$ cat src/rtl/ffa_pkg.sv
// shared types, constants and codes for the first-fit arena allocator
// used by ffa_cell and first_fit_arena_allocator_core; no dependencies
package ffa_pkg;

   localparam int ARENA_BYTES  = 65536;
   localparam int HEADER_BYTES = 24;
   localparam int MAX_BLOCKS   = 64;

   localparam int IDX_W   = $clog2(MAX_BLOCKS);
   localparam int CNT_W   = $clog2(MAX_BLOCKS + 1);
   localparam int START_W = 16;
   localparam int LEN_W   = 17;
   localparam int END_W   = 18;
   localparam int TYPE_W  = 2;
   localparam int STAT_W  = 3;

   localparam int REQ_BITS   = TYPE_W + LEN_W + START_W;
   localparam int REQ_DATA_W = ((REQ_BITS + 7) / 8) * 8;
   localparam int RSP_BITS   = STAT_W + START_W + 1 + LEN_W;
   localparam int RSP_DATA_W = ((RSP_BITS + 7) / 8) * 8;

   localparam logic [END_W-1:0]   HEADER_END  = END_W'(HEADER_BYTES);
   localparam logic [LEN_W-1:0]   HEADER_LEN  = LEN_W'(HEADER_BYTES);
   localparam logic [START_W-1:0] HEADER_ADDR = START_W'(HEADER_BYTES);
   localparam logic [END_W-1:0]   ARENA_END   = END_W'(ARENA_BYTES);
   localparam logic [LEN_W-1:0]   ARENA_LIMIT = LEN_W'(ARENA_BYTES);

   // request kinds
   localparam logic [TYPE_W-1:0] REQ_ALLOC   = 2'd0;
   localparam logic [TYPE_W-1:0] REQ_FREE    = 2'd1;
   localparam logic [TYPE_W-1:0] REQ_REALLOC = 2'd2;

   // result status
   localparam logic [STAT_W-1:0] ST_OK         = 3'd0;
   localparam logic [STAT_W-1:0] ST_NO_SPACE   = 3'd1;
   localparam logic [STAT_W-1:0] ST_NOT_FOUND  = 3'd2;
   localparam logic [STAT_W-1:0] ST_ZERO_SIZE  = 3'd3;
   localparam logic [STAT_W-1:0] ST_TABLE_FULL = 3'd4;

   // table edit operations broadcast to the cells
   localparam logic [1:0] EDIT_HOLD   = 2'd0;
   localparam logic [1:0] EDIT_INSERT = 2'd1;
   localparam logic [1:0] EDIT_DELETE = 2'd2;
   localparam logic [1:0] EDIT_UPDATE = 2'd3;

   typedef struct packed {
      logic [LEN_W-1:0]   size;
      logic [START_W-1:0] addr;
      logic [END_W-1:0]   need;
   } query_type;

   typedef struct packed {
      logic [1:0]         op;
      logic [IDX_W-1:0]   index;
      logic [START_W-1:0] start;
      logic [LEN_W-1:0]   len;
   } edit_type;

   typedef struct packed {
      logic               fit_hit;
      logic [START_W-1:0] fit_pos;
      logic [IDX_W-1:0]   fit_slot;
      logic [END_W-1:0]   tail_end;
      logic               loc_hit;
      logic [IDX_W-1:0]   loc_idx;
      logic [LEN_W-1:0]   loc_len;
      logic               room_ok;
   } scan_type;

endpackage

$ cat src/rtl/ffa_cell.sv
// one table cell: holds one block entry, shifts with its neighbors on edits
// and adds its own gap and match check to the scan word; uses ffa_pkg
module ffa_cell (
   input  logic                         clock,
   input  logic [ffa_pkg::IDX_W-1:0]    cell_index,
   input  logic [ffa_pkg::CNT_W-1:0]    count,
   input  ffa_pkg::query_type           query,
   input  ffa_pkg::edit_type            edit,
   input  logic [ffa_pkg::START_W-1:0]  left_start,
   input  logic [ffa_pkg::LEN_W-1:0]    left_len,
   input  logic [ffa_pkg::START_W-1:0]  right_start,
   input  logic [ffa_pkg::LEN_W-1:0]    right_len,
   input  ffa_pkg::scan_type            scan_in,
   output logic [ffa_pkg::START_W-1:0]  start_q,
   output logic [ffa_pkg::LEN_W-1:0]    len_q,
   output ffa_pkg::scan_type            scan_out
);

   logic [ffa_pkg::START_W-1:0] start_ff, start_in;
   logic [ffa_pkg::LEN_W-1:0]   len_ff, len_in;
   ffa_pkg::scan_type           scan_ff, scan_in_next;

   logic                        valid, has_next, fits, match, room_ok;
   logic [ffa_pkg::END_W-1:0]   prev_end, own_start, own_end;
   logic [ffa_pkg::LEN_W-1:0]   limit, addr_ext, room;

   always_comb begin
      valid     = ffa_pkg::CNT_W'(cell_index) < count;
      has_next  = (ffa_pkg::CNT_W'(cell_index) + ffa_pkg::CNT_W'(1)) < count;
      prev_end  = (cell_index == '0) ? '0
                : ffa_pkg::END_W'(left_start) + ffa_pkg::HEADER_END
                  + ffa_pkg::END_W'(left_len);
      own_start = ffa_pkg::END_W'(start_ff);
      own_end   = own_start + ffa_pkg::HEADER_END + ffa_pkg::END_W'(len_ff);
      fits      = (own_start >= prev_end) && ((own_start - prev_end) >= query.need);
      addr_ext  = ffa_pkg::LEN_W'(query.addr);
      match     = (ffa_pkg::LEN_W'(start_ff) + ffa_pkg::HEADER_LEN) == addr_ext;
      // in-place room runs to the next block's header or the arena end
      limit     = has_next ? ffa_pkg::LEN_W'(right_start) : ffa_pkg::ARENA_LIMIT;
      room      = (limit >= addr_ext) ? (limit - addr_ext) : '0;
      room_ok   = query.size <= room;
   end

   always_comb begin
      scan_in_next = scan_in;
      if (valid) begin
         scan_in_next.tail_end = own_end;
         if (!scan_in.fit_hit && fits) begin
            scan_in_next.fit_hit  = 1'b1;
            scan_in_next.fit_pos  = prev_end[ffa_pkg::START_W-1:0];
            scan_in_next.fit_slot = cell_index;
         end
         if (!scan_in.loc_hit && match) begin
            scan_in_next.loc_hit = 1'b1;
            scan_in_next.loc_idx = cell_index;
            scan_in_next.loc_len = len_ff;
            scan_in_next.room_ok = room_ok;
         end
      end
   end

   always_comb begin
      start_in = start_ff;
      len_in   = len_ff;
      case (edit.op)
         ffa_pkg::EDIT_INSERT: begin
            if (cell_index == edit.index) begin
               start_in = edit.start;
               len_in   = edit.len;
            end else if (cell_index > edit.index) begin
               start_in = left_start;
               len_in   = left_len;
            end
         end
         ffa_pkg::EDIT_DELETE: begin
            if (cell_index >= edit.index) begin
               start_in = right_start;
               len_in   = right_len;
            end
         end
         ffa_pkg::EDIT_UPDATE: begin
            if (cell_index == edit.index) begin
               len_in = edit.len;
            end
         end
         default: begin
         end
      endcase
   end

   always_ff @(posedge clock) begin
      start_ff <= start_in;
      len_ff   <= len_in;
      scan_ff  <= scan_in_next;
   end

   assign start_q  = start_ff;
   assign len_q    = len_ff;
   assign scan_out = scan_ff;

endmodule

$ cat config.mk
export PLATFORM = sky130hd
export DESIGN_NAME = ffa_cell
export DESIGN_NICKNAME = d
export VERILOG_FILES = /design/src/rtl/ffa_pkg.sv /design/src/rtl/ffa_cell.sv
export SDC_FILE = /design/constraint.sdc
export NUM_CORES = 1
export LEC_CHECK = 0
export BUFFER_PORTS_ARGS = -buffer_cell sky130_fd_sc_hd__buf_2
export CAP_MARGIN = 20
export CORE_UTILIZATION = 40
export CTS_CLUSTER_SIZE = 8
export DETAILED_ROUTE_END_ITERATION = 8
export PLACE_DENSITY_LB_ADDON = 0.08
export SYNTH_ARGS = -nofsm -noshare
export SYNTH_HDL_FRONTEND = slang
export SYNTH_SLANG_ARGS = --single-unit
export TNS_END_PERCENT = 30
$ cat constraint.sdc
create_clock -name clock -period 6.82 [get_ports clock]
set_input_delay 1.364 -clock clock [delete_from_list [all_inputs] [get_ports clock]]
set_output_delay 1.364 -clock clock [all_outputs]
set_load 0.01 [all_outputs]
Word-level counts from Yosys, hierarchy flattened
Cells that the tools add are included.
{"block": "totals", "ff_bits": 99, "in_bits": 238, "out_inout_bits": 99}
{"block": "op_classes", "add_sub_neg": 8, "n_lt_le_gt_ge": 8, "eq_ne": 8, "n_mux": 15, "reduce_logical": 10}
{"op": "$mux W17", "n": 6}
{"op": "$mux W66", "n": 1}
{"op": "$add A16 B5 Y17 const B", "n": 3}
{"op": "$pmux W17 S3", "n": 1}
{"op": "$mux W16", "n": 3}
{"op": "$add A17 B17 Y18", "n": 2}
{"op": "$pmux W16 S2", "n": 1}
{"op": "$mux W25", "n": 1}
{"op": "$mux W23", "n": 1}
{"op": "$ge A16 B18 Y1", "n": 1}
{"op": "$ge A18 B18 Y1", "n": 1}
{"op": "$mux W18", "n": 1}
{"op": "$sub A16 B18 Y18", "n": 1}
{"op": "$eq A17 B16 Y1", "n": 1}
{"op": "$ge A17 B16 Y1", "n": 1}
{"op": "$le A17 B17 Y1", "n": 1}
{"op": "$sub A17 B16 Y17", "n": 1}
{"op": "$add A6 B1 Y7 const B", "n": 1}
{"op": "$lt A6 B7 Y1", "n": 1}
{"op": "$lt A7 B7 Y1", "n": 1}
{"op": "$eq A6 B6 Y1", "n": 1}
{"op": "$ge A6 B6 Y1", "n": 1}
{"op": "$gt A6 B6 Y1", "n": 1}
{"op": "$logic_not A6 Y1", "n": 1}
{"op": "other kinds (10)", "n": 15}

Logic depth before layout (Yosys ltp)
Gate-level depths: netlist of run 1.
{"block": "logic_depth", "depth_word": 9, "depth_mapped": 28, "mapped_depth_nobuf": 27}

Worst setup path before layout of run 1
Ideal clock, no wire load.
{"block": "synth_path", "kind": "input to register", "from": "input port left_start[1] (netlist bit)", "to": "register scan_ff, in the netlist scan_out[45]", "setup_ps": 121, "arrival_ps": 6324, "t_required_ps": 6699, "path_slack_ps": 375, "stages": 28, "cell_sequence": "ha_1 > ha_1 > inv_1 > fa_1 > nor2b_1 > o31ai_1 > a21oi_1 > o21a_1 > nor2_1 > xnor2_1 > nand2_1 > ha_1 > a21oi_1 > o21bai_1 > a21oi_1 > nor2_1 > o21ai_0 > o211ai_1 > xor2_1 > ha_1 > a21o_1 > a2111oi_0 > nand4_1 > a31oi_1 > nor4_1 > nand3b_1 > buf_2 > mux2_2"}
{"item": "start, declared", "line_no": "ffa_cell.sv:9", "source": "input logic [ffa_pkg::START_W-1:0] left_start,"}
{"item": "end signal, assigned", "line_no": "ffa_cell.sv:94", "source": "scan_ff <= scan_in_next;"}
{"item": "end, declared", "line_no": "ffa_cell.sv:21", "source": "ffa_pkg::scan_type scan_ff, scan_in_next;"}

==> results of run 1 <==
-- synthesized netlist by cell type (all sizes together) (16+ instances only) --
cell type / instances
ha: 151
inv: 103
nand2: 88
o21ai: 68
a21oi: 67
dfxtp: 66
mux2i: 49
nor2: 46
xnor2: 41
mux2: 34
edfxtp: 33
nor2b: 26
a211oi: 25
a21o: 25
xor2: 24
clkbuf: 21
nand3: 21
and2: 19
o21a: 16
-- repair_timing --
item                                    in CTS  in global routing
endpoints found under the setup margin       0                 23
resized for setup                            0                  7
setup buffers                                0                  0
hold endpoints to repair                     0                  0
-- path summary, 6_finish.rpt --
| kind | start | to | cells past startpoint |
|---|---|---|---|
| min | len_q[9] | scan_out[10] | 1 |
| min reg2reg | len_q[9] | scan_out[10] | 1 |
| max | cell_index[0] | scan_out[0] | 29 |
| max reg2reg | start_q[0] | scan_out[52] | 21 |
-- critical path, delay by kind of cell --
| kind | cells | cell delay, ns |
|---|---|---|
| AOI/OAI and AO/OA | 16 | 3.04 |
| muxes | 1 | 0.19 |
| and+or+nand+nor | 3 | 0.32 |
| buffers and inverters | 5 | 0.69 |
| adders and majority gates | 4 | 1.10 |
-- per-stage QoR --
| step | area (sq um) | instances | power [W] | worst slack (ns) | setup TNS [ns] |
|---|---|---|---|---|---|
| floorplan | 9430 | 1077 | 0.00176 | 0.375 | 0 |
| global placement | 11800 | 1751 | 0.00226 | 0.0133 | 0 |
| detailed placement | 11800 | 1751 | 0.00227 | -0.0577 | -0.826 |
| CTS | 12100 | 1767 | 0.00284 | 0.290 | 0 |
| global route | 12100 | 1771 | 0.00307 | 0.000624 | 0 |
| finish | 12200 | 1773 | 0.00282 | 0.419 | 0 |
-- per-layer routing --
layer,wire length (microns),global-route usage (%),up-vias
met2,15000,44.7,240
met3,1380,4.51,26
li1,-,-,4634
met1,13800,31.8,4033
met4,542,6.72,0
met5,0,0,-
-- state kept, by name, summed over array words and instances (netlist names) --
register / cells
len_q: 17
start_q: 16
scan_out: 66
-- cells by family after synthesis --
logic type | synth area share, %
and+or+nand+nor | 14.5
buffers and inverters | 5.63
DFF | 24.5
muxes | 10.1
AOI/OAI and AO/OA | 18.4
xor gates and xnor gates | 6.04
adders and majority gates | 20.9
-- layout make-up --
class | instances | area [sq um]
Antenna cell | 5 | 12.5
Clock buffer | 10 | 250
Clock inverter | 6 | 61.3
Fill cell | 2285 | 10700
Inverter | 103 | 387
Multi-Input combinational cell | 848 | 6640
Sequential cell | 99 | 2310
Tap cell | 313 | 392
Timing Repair Buffer | 389 | 2100
-- power breakdown --
group	total, W	internal [W]	switching (W)
combinational	0.00148	0.000695	0.000787
clock	0.000550	0.000282	0.000268
sequential	0.000792	0.000716	0.0000761
-- placed cells by master (no fill, tap or decap), types with 11 or more instances in the layout --
cell type / netlist / routed
edfxtp_1: 33 / 33
nand2b_1: 13 / 13
buf_2: 2 / 336
and2_1: 19 / 19
nand4_1: 14 / 14
mux2_2: 14 / 14
a21oi_1: 67 / 64
a21o_1: 25 / 25
nor2_1: 46 / 45
nor3_1: 11 / 11
o21ai_0: 68 / 68
nand2_1: 88 / 88
mux2i_1: 49 / 49
inv_1: 103 / 103
o21a_1: 16 / 16
mux2_4: 20 / 20
ha_1: 151 / 151
buf_4: 0 / 51
xnor2_1: 41 / 41
o21bai_1: 11 / 11
a211oi_1: 25 / 25
xor2_1: 24 / 24
dfxtp_1: 66 / 66
nand3_1: 21 / 21
nor2b_1: 26 / 25
==> results.json, run 1 <==
{
  "status": "complete, no violations",
  "antenna_found_initial": 5,
  "cp_slowest_cell": "a2111oi_0",
  "min_path_type": "reg2reg",
  "die_area_sq_um": 24200,
  "synth-async-reset-ratio_pct": 0,
  "clock.fmax_mhz": 156,
  "grt_max_degree": 51,
  "place_congestion": 0.917,
  "synth_edf_count": 33,
  "min_period_ns": 6.40,
  "drt_iter0_drc": 317,
  "finalNetCount": 1843,
  "die_y_microns": 156,
  "cts.reportedPaths.clkPinSlew_ns": 0.08,
  "slew-limit-headroom_pct": 30.8,
  "yosys_warnings": 0,
  "required_ns": 7.13,
  "pwr_density_cell_nw_per_um2": 232,
  "path_max_fanout": 11,
  "synth-seq-area-share_pct": 24.5,
  "final_util_pct": 53.2,
  "skew_ns": 0.00879,
  "ir_worst_vdd_mv": 0.114,
  "tightest_slew_ns": 1.04,
  "num_vias": 8933,
  "drcViolationCount": 0,
  "cts-root-buf": "clkbuf_16",
  "htree_levels": 3,
  "start_util_pct": 41.3,
  "ant_nets": 0,
  "viasPerCell": 5.04,
  "globalRouteOverflowTotal": 0,
  "yosys.area.top_type": "ha_1",
  "setup_viol": 0,
  "numClockSinks": 99,
  "reg2reg_setup_slack_ns": 2.11,
  "drive_above_1_share_pct": 31.4,
  "slowest_delay_ns": 0.41,
  "drt_wl_total_microns": 30700,
  "p_leak_nw": 6.17,
  "worstSkewPairLatency_ns": 0.36,
  "synth_area_per_cell_sq_um": 8.75,
  "synthDistinctLibCells": 63,
  "whs_ns": 0.561,
  "syn_area_sq_um": 9430,
  "final-hold-violation-count": 0,
  "core-area_sq_um": 22800,
  "endpoint_kind": "flip-flop",
  "yosys_register_bits": 99,
  "fp-row-count": 55,
  "grt_pass1_wl_microns": 46500,
  "portBuffers": 336,
  "finalCritPeriodShare_pct": 93.9,
  "io_pins": 337,
  "die_width_microns": 156,
  "synth_top_area_share_pct": 20.0,
  "cap_viol_max_count": 0,
  "dr.pass1.iters": 5,
  "grtUsageTotal_pct": 25.4,
  "syn_to_final_growth_pct": 28.9,
  "start_kind": "input port",
  "final_max_slew_viol_count": 0,
  "postCtsHoldBufs": 0,
  "grt_pass1_vias": 8594,
  "synthFlopType": "dfxtp_1",
  "clockBufferDepth": 2,
  "syn_inst": 1077,
  "cp.arrival_ns": 6.71,
  "rsz0062_at_grt": "false",
  "dp_hpwl_microns": 25900,
  "synth.area.top_cells": "ha_1 20%, dfxtp_1 14%, edfxtp_1 11%",
  "cts_tree": "built",
  "cts_buffers": 9,
  "worstSetupPathType": "in2reg",
  "synth_nets": 1470,
  "wl_per_cell_microns": 17.3
}
Note: power is estimated with default switching activity, not from simulation.
==> inputs of run 2 (changes only) <==
CORE_MARGIN = 1.5   (was unset)
==> run 2 against run 1 <==
Register-to-register slack improved by 0.22 ns. Worst hold slack got worse by 0.010 ns. Sequential power about the same. Critical path type unchanged. Sequential cell count unchanged. Die area increased by 1.3%. Global-route usage decreased by 0.39 points. First-iteration DRC count increased by 3.5%. Cell count decreased by 0.51%.
==> results.json, run 2 (same netlist as run 1, synthesis figures left out) <==
{
  "wl_per_cell_microns": 17.5,
  "globalRouteOverflowTotal": 0,
  "worstSkewPairLatency_ns": 0.36,
  "htree_levels": 3,
  "die_width_microns": 157,
  "skew_ns": 0.00946,
  "cts_tree": "built",
  "fin_area_sq_um": 12100,
  "cp.arrival_ns": 6.61,
  "final-hold-violation-count": 0,
  "reg2reg_depth": 19,
  "portBuffers": 336,
  "drcViolationCount": 0,
  "slew-limit-headroom_pct": 29.3,
  "numClockSinks": 99,
  "postCtsHoldBufs": 0,
  "syn_to_final_growth_pct": 27.9,
  "p_leak_nw": 6.12,
  "fillers": 2298,
  "tightest_slew_ns": 1.06,
  "cap_viol_max_count": 0,
  "worstSetupPathType": "in2reg",
  "largest_reg_flops": 66,
  "viasPerCell": 5.06,
  "fp-row-count": 55,
  "ir_worst_vdd_mv": 0.122,
  "hold_end": "scan_out[5]",
  "slowest_delay_ns": 0.41,
  "dr.pass1.iters": 5,
  "status": "complete, no violations",
  "cp_slowest_cell": "a2111oi_2",
  "reg2reg_setup_slack_ns": 2.33,
  "min_period_ns": 6.36,
  "finalCritPeriodShare_pct": 93.2,
  "die_area_sq_um": 24500,
  "place_inst": 1745,
  "pre_cts_slack_ns": -0.106,
  "final_util_pct": 52.6,
  "pwr_density_cell_nw_per_um2": 230,
  "clockBufferDepth": 2,
  "final_common_cell": "buf_2",
  "timing.rr.start": "start_q[0]",
  "core-area_sq_um": 22900,
  "fin_cells": 1764,
  "grt_pass1_wl_microns": 46500,
  "grt_pass1_vias": 8708,
  "hold_depth": 1,
  "grtUsageTotal_pct": 25.0,
  "final_cell_mix": "336 x buf_2, 151 x ha_1, 103 x inv_1, 88 x nand2_1, 68 x o21ai_0",
  "min_path_type": "reg2reg",
  "cts.reportedPaths.clkPinSlew_ns": 0.07,
  "die_y_microns": 157,
  "cts-root-buf": "clkbuf_16",
  "cts_buffers": 9,
  "path_max_fanout": 10,
  "setup_viol": 0,
  "ant_nets": 0,
  "endpoint_kind": "flip-flop",
  "crit_path_frequent_cell": "ha_1",
  "dp_hpwl_microns": 26400,
  "min-delay-start": "len_q[4]",
  "final_max_slew_viol_count": 0,
  "rsz0062_at_grt": "false",
  "drive_above_1_share_pct": 31.1,
  "io_pins": 337,
  "num_vias": 8928,
  "clock.fmax_mhz": 157,
  "finalNetCount": 1838,
  "timing.rr.end": "scan_out[47]",
  "start_util_pct": 41.1,
  "antenna_found_initial": 2,
  "required_ns": 7.07,
  "drt_wl_total_microns": 30900,
  "place_congestion": 0.938,
  "drt_iter0_drc": 328,
  "finalWorstSetupSlack_ns": 0.465,
  "place_area_sq_um": 11700,
  "grt_max_degree": 52,
  "start_kind": "input port"
}
-- run 2: cell count changes in the layout (fill, tap and decap cells not counted), sizes merged --
| cell | before | now |
|---|---|---|
| buf | 389 | 384 |
| inv | 108 | 106 |
| clkinv | 0 | 2 |
| diode | 5 | 1 |
-- run 2: worst max-delay path by stage --
stage | end | depth (start not counted) | startpoint | slack [ns]
finish | scan_out[47] | 29 | left_start[1] | 0.46
global route | scan_out[0] | 26 | cell_index[0] | 0.001
CTS | scan_out[48] | 29 | left_start[1] | 0.28
detailed placement | scan_out[47] | 29 | left_start[1] | -0.11
global placement | scan_out[0] | 26 | cell_index[0] | 0.03
floorplan | scan_out[45] | 28 | left_start[1] | 0.38
-- run 2: where the power goes --
group	total [W]	internal, W	leakage, nW	switching [W]
registers	0.000792	0.000716	0.865	0.0000763
clock network	0.000500	0.000252	0.135	0.000248
logic	0.00149	0.000692	5.12	0.000793
-- run 2: routing by layer --
metal | GRT usage [%] | vias to the layer above | wire length [microns] | share of wire [%]
li1 | - | 4612 | - | -
met1 | 32.2 | 4058 | 14300 | 46
met2 | 43.7 | 225 | 14800 | 48
met3 | 3.24 | 31 | 1160 | 3.8
met4 | 7.03 | 2 | 641 | 2.1
met5 | 0 | - | 10 | 0.032
-- run 2: what timing repair did --
action                                  in CTS  in global routing
resized for setup                            0                  6
buffers inserted                             0                  1
endpoints found under the setup margin       0                 21
-- run 2: per-stage QoR --
stage / setup TNS [ns] / hold slack [ns] / power, W
2_1_floorplan: 0 / 0.575 / 0.00176
5_1_grt: 0 / 0.559 / 0.00300
3_3_place_gp: 0 / 0.535 / 0.00226
3_5_place_dp: -0.843 / 0.539 / 0.00226
4_1_cts: 0 / 0.553 / 0.00277
6_report: 0 / 0.550 / 0.00278
-- run 2: layout make-up --
type / instances / area (sq um) / area share [%]
Multi-Input combinational cell: 848 / 6640 / 55.0
Tap cell: 313 / 392 / 3.25
Timing Repair Buffer: 384 / 2050 / 17.0
Sequential cell: 99 / 2310 / 19.2
Clock inverter: 6 / 47.5 / 0.394
Inverter: 103 / 387 / 3.21
Antenna cell: 1 / 2.50 / 0.0208
Clock buffer: 10 / 229 / 1.90
-- run 2: worst max-delay path: cells and delay by family --
family / cells / cell delay [ns]
AOI/OAI and AO/OA: 11 / 1.94
xor gates and xnor gates: 2 / 0.34
adders and majority gates: 5 / 1.46
buffers and inverters: 3 / 0.38
muxes: 1 / 0.34
and+or+nand+nor: 7 / 0.75
